<file path="src/hw/rtl/ccpr_pkg.sv">
// Shared constants, status codes and the CRC-32 byte step for the
// CRC-checked packet receiver. No dependencies.
package ccpr_pkg;

    localparam int MAX_PAYLOAD_DEFAULT = 512;
    localparam int PAYLOAD_OFFSET      = 12;
    localparam int HEADER_LEN          = 8;
    localparam int CRC_LEN             = 4;

    localparam logic [31:0] CRC_PRESET = 32'hFFFF_FFFF;
    localparam logic [31:0] CRC_POLY   = 32'hEDB8_8320;

    localparam logic [1:0] TYPE_OK    = 2'b01;
    localparam logic [9:0] LEN_SAT    = 10'd1023;

    localparam logic [2:0] ST_OK       = 3'd0;
    localparam logic [2:0] ST_TYPE     = 3'd1;
    localparam logic [2:0] ST_TRUNC    = 3'd2;
    localparam logic [2:0] ST_SEQ      = 3'd3;
    localparam logic [2:0] ST_HDR_CRC  = 3'd4;
    localparam logic [2:0] ST_PAY_CRC  = 3'd5;
    localparam logic [2:0] ST_SHORT    = 3'd6;

    // reflected CRC-32, one byte
    function automatic logic [31:0] crc32_byte(input logic [31:0] crc, input logic [7:0] b);
        logic [31:0] c;
        c = crc ^ {24'd0, b};
        for (int k = 0; k < 8; k++)
        begin
            if (c[0])
                c = (c >> 1) ^ CRC_POLY;
            else
                c = c >> 1;
        end
        return c;
    endfunction

endpackage

</file>
<file path="src/hw/rtl/ccpr_ifs.sv">
// Stream interfaces for the receiver: byte input and result output.
// Depends on nothing.
interface ccpr_in_if;
    logic       valid;
    logic       ready;
    logic [7:0] data_byte;
    logic       last_byte;

    modport source (output valid, output data_byte, output last_byte, input ready);
    modport sink   (input valid, input data_byte, input last_byte, output ready);
endinterface

interface ccpr_out_if;
    logic       valid;
    logic       ready;
    logic       is_status;
    logic [7:0] payload_byte;
    logic [2:0] status;
    logic [9:0] payload_length;

    modport source (output valid, output is_status, output payload_byte,
                    output status, output payload_length, input ready);
    modport sink   (input valid, input is_status, input payload_byte,
                    input status, input payload_length, output ready);
endinterface

</file>
<file path="src/hw/rtl/crc_checked_packet_receiver.sv">
// Top level of the CRC-checked packet receiver: header checks, CRC-32 checks,
// payload pass-through. Depends on ccpr_pkg and the interfaces in ccpr_ifs.sv.
//
//  channel   dir  contents
//  rx        in   data_byte[7:0], last_byte
//  tx        out  is_status, payload_byte[7:0], status[2:0], payload_length[9:0]
//  cfg       in   expected_seq_we, expected_seq_wdata[7:0]
//
// One word per cycle sustained while tx is not stalled; a word passes from rx
// to tx through the input register, then the result register. The CRC byte step
// between them sets the path. Reset clears all datagram state and expected_seq.
// A stalled tx holds its word; rx keeps flowing while the result register
// is free or being emptied.
module crc_checked_packet_receiver
    import ccpr_pkg::*;
#(
    parameter int MAX_PAYLOAD = MAX_PAYLOAD_DEFAULT
)(
    input  logic             clk,
    input  logic             rst_n,
    ccpr_in_if.sink          rx,
    ccpr_out_if.source       tx,
    input  logic             expected_seq_we,
    input  logic [7:0]       expected_seq_wdata
);

    localparam int POS_CAP = PAYLOAD_OFFSET + MAX_PAYLOAD + CRC_LEN;
    localparam int POS_W   = $clog2(POS_CAP + 1);
    localparam int SUM_W   = 17;

    // input stage
    logic       in_v_reg;
    logic [7:0] in_b_reg;
    logic       in_last_reg;

    // datagram state
    logic [POS_W-1:0] pos_reg, pos_next;
    logic [31:0]      crc_reg, crc_next;
    logic [31:0]      hdr_crc_reg, hdr_crc_next;
    logic [31:0]      rx_crc_reg, rx_crc_next;
    logic [15:0]      len_reg, len_next;
    logic [2:0]       err_reg, err_next;
    logic [7:0]       seq_reg;

    // result register
    logic       out_v_reg;
    logic       out_st_flag_reg;
    logic [7:0] out_byte_reg;
    logic [2:0] out_status_reg;
    logic [9:0] out_len_reg;

    logic       advance;
    logic       pass;
    logic [2:0] verdict;
    logic [SUM_W-1:0] pos_ext, len_ext, pay_end, crc_end, tail_min;
    logic       len_ok;
    logic [31:0] crc_step;

    assign advance  = in_v_reg && (!out_v_reg || tx.ready);
    assign rx.ready = !in_v_reg || advance;

    assign pos_ext  = SUM_W'(pos_reg);
    assign len_ext  = SUM_W'(len_reg);
    assign pay_end  = len_ext + SUM_W'(PAYLOAD_OFFSET);
    assign crc_end  = len_ext + SUM_W'(PAYLOAD_OFFSET + CRC_LEN);
    assign tail_min = len_ext + SUM_W'(PAYLOAD_OFFSET + CRC_LEN - 1);
    assign len_ok   = len_ext <= SUM_W'(MAX_PAYLOAD);
    assign crc_step = crc32_byte(crc_reg, in_b_reg);

    always_comb
    begin
        len_next     = len_reg;
        crc_next     = crc_reg;
        hdr_crc_next = hdr_crc_reg;
        rx_crc_next  = rx_crc_reg;
        err_next     = err_reg;
        pass         = 1'b0;

        if (pos_reg == POS_W'(0))
        begin
            if (in_b_reg[7:6] != TYPE_OK)
                err_next = (err_reg == ST_OK) ? ST_TYPE : err_reg;
            else if (in_b_reg[5])
                err_next = (err_reg == ST_OK) ? ST_TRUNC : err_reg;
        end
        else if (pos_reg == POS_W'(1))
        begin
            if (in_b_reg != seq_reg)
                err_next = (err_reg == ST_OK) ? ST_SEQ : err_reg;
        end
        else if (pos_reg == POS_W'(2))
            len_next = {in_b_reg, 8'd0};
        else if (pos_reg == POS_W'(3))
            len_next = {len_reg[15:8], in_b_reg};

        if (pos_ext < SUM_W'(HEADER_LEN))
        begin
            crc_next = crc_step;
            if (pos_reg == POS_W'(HEADER_LEN - 1))
            begin
                hdr_crc_next = ~crc_step;
                crc_next     = CRC_PRESET;
            end
        end
        else if (pos_ext < SUM_W'(PAYLOAD_OFFSET))
        begin
            rx_crc_next = {rx_crc_reg[23:0], in_b_reg};
            if (pos_reg == POS_W'(PAYLOAD_OFFSET - 1) && rx_crc_next != hdr_crc_reg)
                err_next = (err_reg == ST_OK) ? ST_HDR_CRC : err_reg;
        end
        else if (len_ok)
        begin
            if (pos_ext < pay_end)
            begin
                crc_next = crc_step;
                pass     = 1'b1;
            end
            else if (pos_ext < crc_end)
                rx_crc_next = {rx_crc_reg[23:0], in_b_reg};
        end

        pos_next = (pos_ext < SUM_W'(POS_CAP)) ? pos_reg + POS_W'(1) : pos_reg;

        // header-short datagrams fail before length matters
        if (err_next != ST_OK)
            verdict = err_next;
        else if (pos_ext < SUM_W'(PAYLOAD_OFFSET - 1))
            verdict = ST_SHORT;
        else if (!len_ok || pos_ext < tail_min)
            verdict = ST_SHORT;
        else if (rx_crc_next != ~crc_next)
            verdict = ST_PAY_CRC;
        else
            verdict = ST_OK;
    end

    always_ff @(posedge clk or negedge rst_n)
    begin
        if (!rst_n)
        begin
            in_v_reg    <= 1'b0;
            out_v_reg   <= 1'b0;
            seq_reg     <= 8'd0;
            pos_reg     <= '0;
            crc_reg     <= CRC_PRESET;
            hdr_crc_reg <= 32'd0;
            rx_crc_reg  <= 32'd0;
            len_reg     <= 16'd0;
            err_reg     <= ST_OK;
        end
        else
        begin
            if (expected_seq_we)
                seq_reg <= expected_seq_wdata;

            if (rx.ready)
                in_v_reg <= rx.valid;

            if (advance && (in_last_reg || pass))
                out_v_reg <= 1'b1;
            else if (tx.ready)
                out_v_reg <= 1'b0;

            if (advance)
            begin
                if (in_last_reg)
                begin
                    pos_reg     <= '0;
                    crc_reg     <= CRC_PRESET;
                    hdr_crc_reg <= 32'd0;
                    rx_crc_reg  <= 32'd0;
                    len_reg     <= 16'd0;
                    err_reg     <= ST_OK;
                end
                else
                begin
                    pos_reg     <= pos_next;
                    crc_reg     <= crc_next;
                    hdr_crc_reg <= hdr_crc_next;
                    rx_crc_reg  <= rx_crc_next;
                    len_reg     <= len_next;
                    err_reg     <= err_next;
                end
            end
        end
    end

    // payload registers, no reset
    always_ff @(posedge clk)
    begin
        if (rx.ready && rx.valid)
        begin
            in_b_reg    <= rx.data_byte;
            in_last_reg <= rx.last_byte;
        end

        if (advance && (in_last_reg || pass))
        begin
            out_st_flag_reg <= in_last_reg;
            out_byte_reg    <= in_last_reg ? 8'd0 : in_b_reg;
            out_status_reg  <= in_last_reg ? verdict : ST_OK;
            if (!in_last_reg)
                out_len_reg <= 10'd0;
            else if (len_next > 16'(LEN_SAT))
                out_len_reg <= LEN_SAT;
            else
                out_len_reg <= len_next[9:0];
        end
    end

    assign tx.valid          = out_v_reg;
    assign tx.is_status      = out_st_flag_reg;
    assign tx.payload_byte   = out_byte_reg;
    assign tx.status         = out_status_reg;
    assign tx.payload_length = out_len_reg;

`ifndef ASSERT_OFF
    a_pos_clear: assert property (@(posedge clk) disable iff (!rst_n)
        advance && in_last_reg |=> pos_reg == '0 && err_reg == ST_OK)
        else $error("datagram state not cleared after verdict");

    a_pos_cap: assert property (@(posedge clk) disable iff (!rst_n)
        SUM_W'(pos_reg) <= SUM_W'(POS_CAP))
        else $error("byte position past cap");

    a_payload_clean: assert property (@(posedge clk) disable iff (!rst_n)
        tx.valid && !tx.is_status |-> tx.status == ST_OK && tx.payload_length == 10'd0)
        else $error("payload word carries status fields");

    a_status_code: assert property (@(posedge clk) disable iff (!rst_n)
        tx.valid && tx.is_status |-> tx.status <= ST_SHORT && tx.payload_byte == 8'd0)
        else $error("bad verdict word");
`endif

endmodule
</file>
<file path="src/flat_wrapper.sv">
// flat-port wrapper written by rule: the top's interface ports become plain ports
module crc_checked_packet_receiver_flat import ccpr_pkg::*;
#(
    parameter int MAX_PAYLOAD = MAX_PAYLOAD_DEFAULT
)
  (clk, rst_n, expected_seq_we, expected_seq_wdata, rx_valid, rx_data_byte, rx_last_byte, rx_ready, tx_valid, tx_is_status, tx_payload_byte, tx_status, tx_payload_length, tx_ready);
  ccpr_in_if rx_i ();
  ccpr_out_if tx_i ();
  input  logic clk;
  input  logic rst_n;
  input  logic expected_seq_we;
  input  logic [7:0] expected_seq_wdata;
  input wire logic [$bits(rx_i.valid)-1:0] rx_valid;
  input wire logic [$bits(rx_i.data_byte)-1:0] rx_data_byte;
  input wire logic [$bits(rx_i.last_byte)-1:0] rx_last_byte;
  output wire logic [$bits(rx_i.ready)-1:0] rx_ready;
  output wire logic [$bits(tx_i.valid)-1:0] tx_valid;
  output wire logic [$bits(tx_i.is_status)-1:0] tx_is_status;
  output wire logic [$bits(tx_i.payload_byte)-1:0] tx_payload_byte;
  output wire logic [$bits(tx_i.status)-1:0] tx_status;
  output wire logic [$bits(tx_i.payload_length)-1:0] tx_payload_length;
  input wire logic [$bits(tx_i.ready)-1:0] tx_ready;
  assign rx_i.valid = rx_valid;
  assign rx_i.data_byte = rx_data_byte;
  assign rx_i.last_byte = rx_last_byte;
  assign rx_ready = rx_i.ready;
  assign tx_valid = tx_i.valid;
  assign tx_is_status = tx_i.is_status;
  assign tx_payload_byte = tx_i.payload_byte;
  assign tx_status = tx_i.status;
  assign tx_payload_length = tx_i.payload_length;
  assign tx_i.ready = tx_ready;
  crc_checked_packet_receiver #(.MAX_PAYLOAD(MAX_PAYLOAD)) u_core (.clk(clk), .rst_n(rst_n), .rx(rx_i), .tx(tx_i), .expected_seq_we(expected_seq_we), .expected_seq_wdata(expected_seq_wdata));
endmodule
</file>
<file path="config.mk">
export PLATFORM = sky130hd
export DESIGN_NAME = crc_checked_packet_receiver_flat
export DESIGN_NICKNAME = d
export VERILOG_FILES = /design/src/hw/rtl/ccpr_pkg.sv /design/src/hw/rtl/ccpr_ifs.sv /design/src/hw/rtl/crc_checked_packet_receiver.sv /design/src/flat_wrapper.sv
export SDC_FILE = /design/constraint.sdc
export NUM_CORES = 1
export LEC_CHECK = 0
export BUFFER_PORTS_ARGS = -buffer_cell sky130_fd_sc_hd__buf_2
export CAP_MARGIN = 25
export CORE_ASPECT_RATIO = 0.7
export CORE_MARGIN = 2
export CORE_UTILIZATION = 30
export DETAILED_ROUTE_END_ITERATION = 7
export HOLD_SLACK_MARGIN = 0.15
export SYNTH_ARGS = -nofsm -noshare
export SYNTH_HDL_FRONTEND = slang
export SYNTH_SLANG_ARGS = --single-unit
</file>
<file path="constraint.sdc">
create_clock -name clk -period 4.3 [get_ports clk]
set_input_delay 0.86 -clock clk [delete_from_list [all_inputs] [get_ports clk]]
set_output_delay 0.86 -clock clk [all_outputs]
set_load 0.02 [all_outputs]
</file>
== Word-level counts from Yosys, hierarchy flattened ==
Cells that the tools add are included.
Widths: inputs -> output; s select.

* Bitwise logic cells: 11
* $lt $le $gt $ge: 9
* Reduce and logical (&&, ||, !) cells: 20
* Muxes and demuxes: 54
* Equality and inequality tests: 9
* Add/subtract/negate cells: 4

{| class="wikitable"
|+ Operators with widths
! cell !! number
|-
| $mux 32 || 23
|-
| $not 13->14 || 8
|-
| $mux 16 || 4
|-
| $ne 32x32->1 || 2
|-
| $not 32->32 || 2
|-
| $lt 10x17->1 || 3
|-
| $mux 3 || 17
|-
| $add 16x4->17 const B || 2
|-
| $xor 32x8->32 || 1
|-
| $lt 10x4->1 const B || 3
|-
| $mux 10 || 3
|-
| $eq 10x2->1 const B || 2
|-
| $add 16x5->17 const B || 1
|-
| $gt 16x10->1 const B || 1
|-
| $le 16x10->1 const B || 1
|-
| $add 10x1->10 const B || 1
|-
| $eq 10x1->1 const B || 1
|-
| $eq 10x3->1 const B || 1
|-
| $eq 10x4->1 const B || 1
|-
| $logic_not 10->1 || 1
|-
| $lt 10x10->1 const B || 1
|-
| $mux 8 || 1
|-
| $ne 8x8->1 || 1
|-
| $reduce_bool 2->1 || 4
|-
| 9 further kinds || 22
|}

* Word-level logic and storage cells: 122
* Input port bits: 22
* Register bits: 166
* Output and inout bits: 24

== Depth between registers and ports, before layout ==
Gate-level depths: netlist of run 1.

* Depth in word-level cells: 27
* Gate-level depth with buffers: 18

== Worst setup path after synthesis of run 1 ==
Ideal clock, no wire load.

* Kind: flip-flop to flip-flop
* From: register u_core.len_reg[2]
* To: register u_core.out_status_reg[2], in the netlist u_core.tx.status[2] (data pin)
* Path buffers: 1
* Required time: 4016 ps
* Library setup time: 284 ps
* Path slack: 434 ps
* Data arrival time: 3582 ps
* Stages on the path, launching flop included: 17
* Clock period less this slack: 3866 ps
* Path through: dfrtp_1 > inv_1 > ha_1 > nor2_1 > xnor2_1 > ha_1 > a41oi_1 > o21ai_0 > a221oi_2 > a211oi_4 > nor2_4 > buf_6 > mux2i_4 > xor2_1 > o2111ai_1 > nor4_1 > a41oi_1

* Word-level cells in the longest chain between the ends: 12

{| class="wikitable"
|+ RTL lines
! what !! RTL line !! source
|-
| from (decl) || crc_checked_packet_receiver.sv:41 || <nowiki>logic [15:0] len_reg, len_next;</nowiki>
|-
| from (signal assigned) || crc_checked_packet_receiver.sv:181 || <nowiki>len_reg <= len_next;</nowiki>
|-
| $add 16x5->17 / $add 16x4->17 (equally long branches) || crc_checked_packet_receiver.sv:65, crc_checked_packet_receiver.sv:64 ||
|-
| $lt 10x17->1 (on tied branches) || crc_checked_packet_receiver.sv:118, crc_checked_packet_receiver.sv:113 ||
|-
| $mux 32 (on tied branches) || crc_checked_packet_receiver.sv:118, crc_checked_packet_receiver.sv:113 ||
|-
| $mux 32 (on tied branches) || crc_checked_packet_receiver.sv:113, crc_checked_packet_receiver.sv:111 ||
|-
| $mux 32 (on tied branches) || crc_checked_packet_receiver.sv:111, crc_checked_packet_receiver.sv:105 ||
|-
| $mux 32 (on tied branches) || crc_checked_packet_receiver.sv:105, crc_checked_packet_receiver.sv:96 ||
|-
| $mux 32 / $not 32->32 (equally long branches) || crc_checked_packet_receiver.sv:96, crc_checked_packet_receiver.sv:131 ||
|-
| $ne 32x32->1 || crc_checked_packet_receiver.sv:131 || <nowiki>else if (rx_crc_next != ~crc_next)</nowiki>
|-
| $mux 3 || crc_checked_packet_receiver.sv:131 ||
|-
| $mux 3 * || crc_checked_packet_receiver.sv:129 || <nowiki>else if (!len_ok || pos_ext < tail_min)</nowiki>
|-
| $mux 3 * || crc_checked_packet_receiver.sv:127 || <nowiki>else if (pos_ext < SUM_W'(PAYLOAD_OFFSET - 1))</nowiki>
|-
| $mux 3 * || crc_checked_packet_receiver.sv:125 || <nowiki>if (err_next != ST_OK)</nowiki>
|-
| to (signal assigned) || crc_checked_packet_receiver.sv:201 || <nowiki>out_status_reg <= in_last_reg ? verdict : ST_OK;</nowiki>
|-
| to (decl) || crc_checked_packet_receiver.sv:49 || <nowiki>logic [2:0] out_status_reg;</nowiki>
|}

Mark *: on every way between the ends. The rest lies on a longest branch, timed or not.
A chain may end at the register's enable or synchronous reset.

== Final worst setup path of run 1 ==
* From: register u_core.len_reg[4]
* To: register u_core.out_status_reg[2], in the netlist u_core.tx.status[2] (data pin)

Same word-level chain as after synthesis.

==> summary.json, run 1 <==
{
  "dominant_combinational_cell_family_by_area_after_synthesis": {"value": "compound AO/OA/AOI/OAI gates"},
  "timing.critical_path.fanout_max": {"value": 20},
  "estimated_wirelength_of_the_detail_placed_design": {"value": 24400, "unit": "µm"},
  "finalWirelength": {"value": 33300, "unit": "µm"},
  "critical-path-max-stage-delay": {"value": 0.40, "unit": "ns"},
  "yosysTopAreaCell": {"value": "sky130_fd_sc_hd__dfrtp_1"},
  "via_count_of_the_first_global_routing_pass": {"value": 7936},
  "synth_cell_type_count": {"value": 77},
  "setup.worst_path.class": {"value": "reg -> reg"},
  "clock_tree.htree_level_count": {"value": 4},
  "timing.final.hold_violations": {"value": 0},
  "post_synth_fa_ha_maj_area_fraction": {"value": 4.03, "unit": "%"},
  "cp_cell_sequence": {"value": "ha_2 > nand3_1 > nor2_1 > xnor2_1 > ha_1 > a41oi_1 > o21ai_1 > a221o_1 > a31oi_4 > nand2b_4 > buf_12 > a2bb2oi_1 > buf_4 > xnor2_1 > nand2_1 > nor4_2 > buf_4 > a41oi_1"},
  "outcome": {"value": "finished clean"},
  "fp.dieH": {"value": 161, "unit": "µm"},
  "worst_slew_pin_slew": {"value": 1.01, "unit": "ns"},
  "synth_simple_gate_area_share": {"value": 12.6, "unit": "%"},
  "grt.met3_usage": {"value": 6.25, "unit": "%"},
  "power_density": {"value": 692, "unit": "nW/µm²"},
  "ant_nets": {"value": 0},
  "drive_above_1_share": {"value": 20.7, "unit": "%"},
  "fin_nets": {"value": 1175},
  "core_region_area": {"value": 34700, "unit": "µm²"},
  "final_instance_area": {"value": 12300, "unit": "µm²"},
  "number_of_warnings_printed_during_yosys_synthesis": {"value": 0},
  "final_cell_mix": {"value": "sky130_fd_sc_hd__xnor2_1, sky130_fd_sc_hd__dfrtp_1, sky130_fd_sc_hd__nand2_1"},
  "worstSkewPairLatency": {"value": 0.45, "unit": "ns"},
  "setup_slack_of_the_most_critical_reg_to_reg_path": {"value": 0.17, "unit": "ns"},
  "vdd_ir_drop_max": {"value": 0.000455, "unit": "V"},
  "yosys_register_bits": {"value": 166},
  "detailedRoute.firstIterationViolations": {"value": 957},
  "timing.final.max_slew_violations": {"value": 0},
  "syn_avg_cell_area": {"value": 10.1, "unit": "µm²"},
  "multiplexer_share_of_the_synthesized_area": {"value": 4.57, "unit": "%"},
  "max_slew_margin": {"value": 32.7, "unit": "%"},
  "ys_seq_area_share": {"value": 41.2, "unit": "%"},
  "clock_tree_from_tritoncts": {"value": "built"},
  "synth-edff-count": {"value": 31},
  "layout.cells.most_common": {"value": "sky130_fd_sc_hd__xnor2_1"},
  "cts_sinks": {"value": 166},
  "maxCapViolCount": {"value": 0},
  "grt_first_pass_wirelength": {"value": 50200, "unit": "µm"},
  "synth.area.top_cells": {"value": "sky130_fd_sc_hd__dfrtp_1, sky130_fd_sc_hd__xnor2_1, sky130_fd_sc_hd__edfxtp_1, sky130_fd_sc_hd__dfstp_2, sky130_fd_sc_hd__ha_1"},
  "min_period": {"value": 4.13, "unit": "ns"},
  "multi_input_comb_area": {"value": 5920, "unit": "µm²"},
  "clk_transition_reported_paths": {"value": 0.07, "unit": "ns"},
  "postPlaceCellArea": {"value": 11600, "unit": "µm²"},
  "synth_compound_area_share": {"value": 19.9, "unit": "%"},
  "routed_via_density": {"value": 5.34},
  "ys_dominant_reg_cell": {"value": "sky130_fd_sc_hd__dfrtp_1"},
  "hold_path_class": {"value": "in -> async"},
  "setup.worst_path.end_class": {"value": "register"},
  "grt-busiest-layer": {"value": "met1"},
  "final_setup_skew": {"value": 0.0158, "unit": "ns"},
  "global_route.usage.total": {"value": 18.1, "unit": "%"},
  "crit_path_top_delay_cell": {"value": "sky130_fd_sc_hd__a221o_1"},
  "num_rows": {"value": 57},
  "cp.arrival": {"value": 4.29, "unit": "ns"},
  "grt_remaining_overflow": {"value": 0},
  "post-route-util": {"value": 35.5, "unit": "%"},
  "design.portCount": {"value": 46},
  "crit_required": {"value": 4.46, "unit": "ns"},
  "post_synth_instance_area": {"value": 10600, "unit": "µm²"},
  "areaGrowthSynthToFinish": {"value": 16.8, "unit": "%"},
  "drc_errors": {"value": 0},
  "dr.pass1.iters": {"value": 6},
  "gp_congestion": {"value": 0.922},
  "start_util": {"value": 30.4, "unit": "%"},
  "met1_usage": {"value": 28.1, "unit": "%"},
  "fillCellCount": {"value": 3476},
  "met2_usage": {"value": 23.7, "unit": "%"},
  "yosys.area_share.xor_xnor": {"value": 13.6, "unit": "%"},
  "synthesis.instances": {"value": 1050},
  "design.die.area": {"value": 36800, "unit": "µm²"},
  "max_clock_freq": {"value": 0.242, "unit": "GHz"},
  "syn_nets": {"value": 1106},
  "power.leakage": {"value": 4.95, "unit": "nW"},
  "finalCritPeriodShare": {"value": 96.0, "unit": "%"},
  "antenna_found_initial": {"value": 0},
  "clock_path_buffers": {"value": 2},
  "clock-root-buffer": {"value": "sky130_fd_sc_hd__clkbuf_16"},
  "storage_cell_area": {"value": 4350, "unit": "µm²"},
  "routed-via-count": {"value": 8563},
  "chipWidth": {"value": 228, "unit": "µm"},
  "cts_made_buffers": {"value": 17},
  "cts_hold_buffers": {"value": 0},
  "largest_net_degree_at_the_start_of_global_routing": {"value": 86},
  "avgRoutedWirePerCell": {"value": 20.7, "unit": "µm"},
  "proportion_of_netlist_area_held_by_the_largest_area_contributor": {"value": 24.4, "unit": "%"},
  "critical_path.startpoint_type": {"value": "register"},
  "async_reset_ff_share": {"value": 81.3, "unit": "%"},
  "buffers_added_on_ports": {"value": 45},
  "timing.final.setup_violations": {"value": 0}
}
## final timing paths
check | endpoint | depth (start not counted) | startpoint
max | u_core.tx.status[2]$_SDFFCE_PN0P_ | 18 | u_core.len_reg[4]$_DFFE_PN0P_
min | u_core.seq_reg[7]$_DFFE_PN0P_ | 1 | rst_n
max reg2reg | u_core.tx.status[2]$_SDFFCE_PN0P_ | 18 | u_core.len_reg[4]$_DFFE_PN0P_
min reg2reg | u_core.rx_crc_reg[27]$_DFFE_PN0P_ | 2 | u_core.rx_crc_reg[27]$_DFFE_PN0P_
max in group asynchronous | u_core.crc_reg[21]$_DFFE_PN1P_ | 2 | rst_n
min in group clk | u_core.rx_crc_reg[27]$_DFFE_PN0P_ | 2 | u_core.rx_crc_reg[27]$_DFFE_PN0P_
## cells in the mapped netlist, drive strengths merged, types with 17 or more instances
master / n
and2: 21
o21ai: 69
ha: 34
nand2: 87
mux2i: 38
a22oi: 25
nand4: 17
nor2: 58
xnor2: 116
buf: 23
clkbuf: 43
o22a: 36
dfrtp: 103
a22o: 40
dfstp: 32
a21oi: 44
xor2: 48
edfxtp: 31
## worst max-delay path, delay by kind of cell, from the launching register on
kind,cells,cell delay [ns]
AO/OA/AOI/OAI,6,1.36
AND/OR/NAND/NOR,5,0.82
adder cells (fa/ha/maj),2,0.52
buffers and inverters,3,0.49
flip-flops,1,0.37
XOR/XNOR,2,0.27
## per-stage QoR
step	setup TNS (ns)	std cells	worst slack, ns	power [W]	hold slack, ns
floorplan	0	1050	0.434	0.00517	0.449
finish	0	1605	0.171	0.00854	0.481
detailed placement	0	1567	0.0491	0.00682	0.478
global placement	0	1567	0.134	0.00678	0.462
CTS	0	1599	0.0184	0.00837	0.493
global route	-0.0313	1604	-0.0313	0.00899	0.533
## cell type report
cell class | count | area share (%)
flip-flops and latches | 166 | 35.3
diodes | 1 | 0.0203
well taps | 472 | 4.79
clock buffers | 18 | 3.56
repair buffers | 117 | 6.83
inverters | 14 | 0.426
clock inverters | 14 | 1.16
multi-input cells | 803 | 47.9
## per-layer routing
layer	vias to the layer above	part of all wire, %
li1	3975	-
met4	0	0.97
met3	23	9.6
met1	4212	50
met5	-	0
met2	353	40
## power breakdown
group | switching (W) | internal, W | total, W
logic | 0.00276 | 0.00196 | 0.00472
clock network | 0.000705 | 0.000829 | 0.00153
registers | 0.000341 | 0.00194 | 0.00228
## cells by family after synthesis
group                    after synthesis
AO/OA/AOI/OAI                        296
AND/OR/NAND/NOR                      263
flip-flops                           166
XOR/XNOR                             164
buffers and inverters                 81
multiplexers                          46
adder cells (fa/ha/maj)               34
## what timing repair did
item | 4_1_cts | 5_1_grt
setup endpoints to repair | 0 | 13
setup buffers | 0 | 4
gates resized for setup | 0 | 28
(Power assumes the default switching activity.)
==> run 2, diff against run 1 <==
- CORE_MARGIN: 2 -> default
- CORE_UTILIZATION: 30 -> 25
- SLEW_MARGIN: default -> 30
==> run 2 against run 1 <==
Effect of this change: the flow now finishes with violations (DRC); hold slack lost 0.0039 ns; routed wire length grew 6.7%; critical path depth is the same; via count grew 2.9%; non-clock buffer count grew 18; clock-buffer cell count is the same; final area grew 4.1%; maximum frequency shrank 2.0%; worst setup slack lost 0.083 ns; total power grew 2.2%; critical endpoint unchanged; largest power group unchanged.
==> summary.json, run 2 (same netlist as run 1, synthesis figures left out) <==
{
  "outcome": {"value": "complete, but fails checks"},
  "failing_checks": {"value": "DRC"},
  "design.portCount": {"value": 46, "change": "unchanged"},
  "worst_slew_pin_slew": {"value": 0.986, "unit": "ns", "change": "-0.0192 ns"},
  "layout_setup_ws": {"value": 0.0885, "unit": "ns", "change": "-0.0828 ns"},
  "routed-via-count": {"value": 8812, "change": "+2.9%"},
  "design.die.area": {"value": 43100, "unit": "µm²", "change": "+17%"},
  "start_util": {"value": 25.6, "unit": "%", "change": "-4.9 points"},
  "post-route-util": {"value": 31.1, "unit": "%", "change": "-4.5 points"},
  "fin_nets": {"value": 1193, "change": "+1.5%"},
  "areaGrowthSynthToFinish": {"value": 21.6, "unit": "%"},
  "cts_hold_buffers": {"value": 0, "change": "unchanged"},
  "clk_transition_reported_paths": {"value": 0.07, "unit": "ns", "change": "about the same"},
  "timing.final.max_slew_violations": {"value": 0, "change": "unchanged"},
  "ant_nets": {"value": 0, "change": "unchanged"},
  "drive_above_1_share": {"value": 24.3, "unit": "%", "change": "+3.6 points"},
  "clock_tree_from_tritoncts": {"value": "built"},
  "r2r.worst_path.cells": {"value": 18, "change": "unchanged"},
  "critical_path.startpoint_type": {"value": "register"},
  "layout.cells.most_common": {"value": "sky130_fd_sc_hd__xnor2_1"},
  "timing.final.hold_violations": {"value": 0, "change": "unchanged"},
  "fin_setup_tns": {"value": 0, "unit": "ns", "change": "unchanged"},
  "via_count_of_the_first_global_routing_pass": {"value": 8305, "change": "+4.6%"},
  "pre_cts_slack": {"value": -0.283, "unit": "ns", "change": "-0.332 ns"},
  "routed_via_density": {"value": 5.20, "change": "-2.5%"},
  "drc_errors": {"value": 6, "change": "+6"},
  "finalWirelength": {"value": 35500, "unit": "µm", "change": "+6.7%"},
  "dr_wl_met3": {"value": 3840, "unit": "µm", "change": "+20%"},
  "reg2reg_from": {"value": "u_core.len_reg[5]$_DFFE_PN0P_"},
  "global_route.usage.total": {"value": 16.4, "unit": "%", "change": "-1.7 points"},
  "clock_tree.htree_level_count": {"value": 4, "change": "unchanged"},
  "worstSkewPairLatency": {"value": 0.46, "unit": "ns", "change": "about the same"},
  "final_cell_mix": {"value": "sky130_fd_sc_hd__xnor2_1, sky130_fd_sc_hd__dfrtp_1, sky130_fd_sc_hd__nand2_1"},
  "cts_made_buffers": {"value": 17, "change": "unchanged"},
  "largest_net_degree_at_the_start_of_global_routing": {"value": 80, "change": "-7.0%"},
  "avgRoutedWirePerCell": {"value": 21.0, "unit": "µm", "change": "+1.0%"},
  "top_layer": {"value": "met5"},
  "post-place-cells": {"value": 1641, "change": "+4.7%"},
  "finalCritPeriodShare": {"value": 97.9, "unit": "%", "change": "+1.9 points"},
  "gp_congestion": {"value": 0.994, "change": "+7.8%"},
  "power.leakage": {"value": 5.04, "unit": "nW", "change": "+1.8%"},
  "antenna_found_initial": {"value": 1, "change": "+1"},
  "core_region_area": {"value": 41300, "unit": "µm²", "change": "+19%"},
  "dr.pass1.iters": {"value": 8, "change": "+2"},
  "clock-root-buffer": {"value": "sky130_fd_sc_hd__clkbuf_16"},
  "hold_path_class": {"value": "in -> async"},
  "cts_sinks": {"value": 166, "change": "unchanged"},
  "finalHoldWorstSlack": {"value": 0.477, "unit": "ns", "change": "-0.00389 ns"},
  "dr_wl_met2": {"value": 13500, "unit": "µm", "change": "+2.3%"},
  "timing.final.setup_violations": {"value": 0, "change": "unchanged"},
  "fp.dieH": {"value": 174, "unit": "µm", "change": "+8.1%"},
  "timing.rr.end": {"value": "u_core.tx.status[2]$_SDFFCE_PN0P_"},
  "max_slew_margin": {"value": 33.8, "unit": "%", "change": "+1.1 points"},
  "vdd_ir_drop_max": {"value": 0.000481, "unit": "V", "change": "+5.6%"},
  "num_rows": {"value": 62, "change": "+8.8%"},
  "power_density": {"value": 679, "unit": "nW/µm²", "change": "-1.8%"},
  "chipWidth": {"value": 248, "unit": "µm", "change": "+8.5%"},
  "buffers_added_on_ports": {"value": 45, "change": "unchanged"},
  "crit_required": {"value": 4.47, "unit": "ns", "change": "about the same"},
  "setup_slack_of_the_most_critical_reg_to_reg_path": {"value": 0.09, "unit": "ns", "change": "-0.08 ns"},
  "grt_remaining_overflow": {"value": 0, "change": "unchanged"},
  "timing.critical_path.fanout_max": {"value": 7, "change": "-65%"},
  "maxCapViolCount": {"value": 0, "change": "unchanged"},
  "setup.worst_path.class": {"value": "reg -> reg"},
  "finish.cell_count_without_fillers": {"value": 1694, "change": "+5.5%"},
  "fillCellCount": {"value": 4238, "change": "+22%"},
  "setup.worst_path.end_class": {"value": "register"},
  "cp.arrival": {"value": 4.38, "unit": "ns", "change": "+0.09 ns"},
  "estimated_wirelength_of_the_detail_placed_design": {"value": 25500, "unit": "µm", "change": "+4.6%"},
  "max_clock_freq": {"value": 0.237, "unit": "GHz", "change": "-2.0%"},
  "final_setup_skew": {"value": 0.0153, "unit": "ns", "change": "-0.000529 ns"},
  "detailedRoute.firstIterationViolations": {"value": 1134, "change": "+18%"},
  "clock_path_buffers": {"value": 2, "change": "unchanged"},
  "min_period": {"value": 4.21, "unit": "ns", "change": "+0.0828 ns"},
  "num_antenna_cells": {"value": 0, "change": "-1"},
  "grt_first_pass_wirelength": {"value": 52800, "unit": "µm", "change": "+5.1%"},
  "met1Wirelength": {"value": 17800, "unit": "µm", "change": "+7.3%"}
}
==> run 2: cell types whose count changed in the layout (fill, tap and decap cells not counted), moves of 5 or more <==
cell                      previous run  this run
sky130_fd_sc_hd__mux2i_1            37        27
sky130_fd_sc_hd__buf_4              66        78
sky130_fd_sc_hd__mux2i_4             1         6
sky130_fd_sc_hd__mux2i_2             0         5
==> run 2: stage by stage <==
step | instance area (µm²) | power, W
global route | 12800 | 0.00909
CTS | 12400 | 0.00841
floorplan | 10600 | 0.00517
global placement | 11700 | 0.00682
finish | 12800 | 0.00873
detailed placement | 11700 | 0.00683
==> run 2: what timing repair did <==
action,in CTS,in global routing
pin swaps,5,25
setup endpoints to repair,2,2
setup buffers,1,18
resized for setup,13,62
cloned,2,2
endpoints found under the hold margin,0,0
==> run 2: layout make-up <==
type                       count  area, µm²  share of cell area [%]
inverter                      14       52.6                   0.409
clock buffer                  18        429                    3.34
multi-input combinational    803       6130                    47.8
tap                          544        681                    5.30
clock inverter                14        140                    1.09
sequential                   166       4360                    33.9
timing repair buffer         135       1050                    8.20
==> run 2: worst max path at each step <==
stage | from | endpoint | slack, ns
floorplan | u_core.len_reg[2]$_DFFE_PN0P_ | u_core.tx.status[2]$_SDFFCE_PN0P_ | 0.43
global placement | u_core.len_reg[4]$_DFFE_PN0P_ | u_core.tx.status[2]$_SDFFCE_PN0P_ | -0.25
detailed placement | u_core.len_reg[4]$_DFFE_PN0P_ | u_core.tx.status[2]$_SDFFCE_PN0P_ | -0.28
CTS | u_core.len_reg[3]$_DFFE_PN0P_ | u_core.tx.status[2]$_SDFFCE_PN0P_ | 0.01
global route | u_core.len_reg[5]$_DFFE_PN0P_ | u_core.tx.status[2]$_SDFFCE_PN0P_ | -0.07
finish | u_core.len_reg[5]$_DFFE_PN0P_ | u_core.tx.status[2]$_SDFFCE_PN0P_ | 0.09
==> run 2: worst max-delay path, cell delays in order (launching register included) <==
cell and delay (ns):
sky130_fd_sc_hd__dfrtp_2 0.45, sky130_fd_sc_hd__ha_4 0.20, sky130_fd_sc_hd__and3_4 0.20, sky130_fd_sc_hd__xnor2_2 0.14, sky130_fd_sc_hd__ha_1 0.31, sky130_fd_sc_hd__nand4_1 0.15, sky130_fd_sc_hd__nor2_2 0.17, sky130_fd_sc_hd__a221oi_4 0.10
sky130_fd_sc_hd__a211oi_4 0.35, sky130_fd_sc_hd__a211oi_4 0.13, sky130_fd_sc_hd__nor2_4 0.17, sky130_fd_sc_hd__buf_12 0.17, sky130_fd_sc_hd__buf_6 0.15, sky130_fd_sc_hd__buf_4 0.12, sky130_fd_sc_hd__mux2i_1 0.30, sky130_fd_sc_hd__xnor2_1 0.12
sky130_fd_sc_hd__nor4_2 0.29, sky130_fd_sc_hd__and4_4 0.28, sky130_fd_sc_hd__a41oi_1 0.11
==> run 2: power by group <==
| part | internal, W | leakage, nW | switching [W] |
|---|---|---|---|
| registers | 0.00194 | 2.03 | 0.000364 |
| clock network | 0.000812 | 0.263 | 0.000721 |
| logic | 0.00202 | 2.74 | 0.00287 |
| total | 0.00477 | 5.04 | 0.00396 |
==> run 2: per-layer routing <==
| layer | global-route usage [%] | vias to the layer above |
|---|---|---|
| met1 | 26.3 | 4353 |
| met2 | 20.1 | 416 |
| li1 | - | 4004 |
| met5 | 0 | - |
| met3 | 5.70 | 37 |
| met4 | 3.37 | 2 |
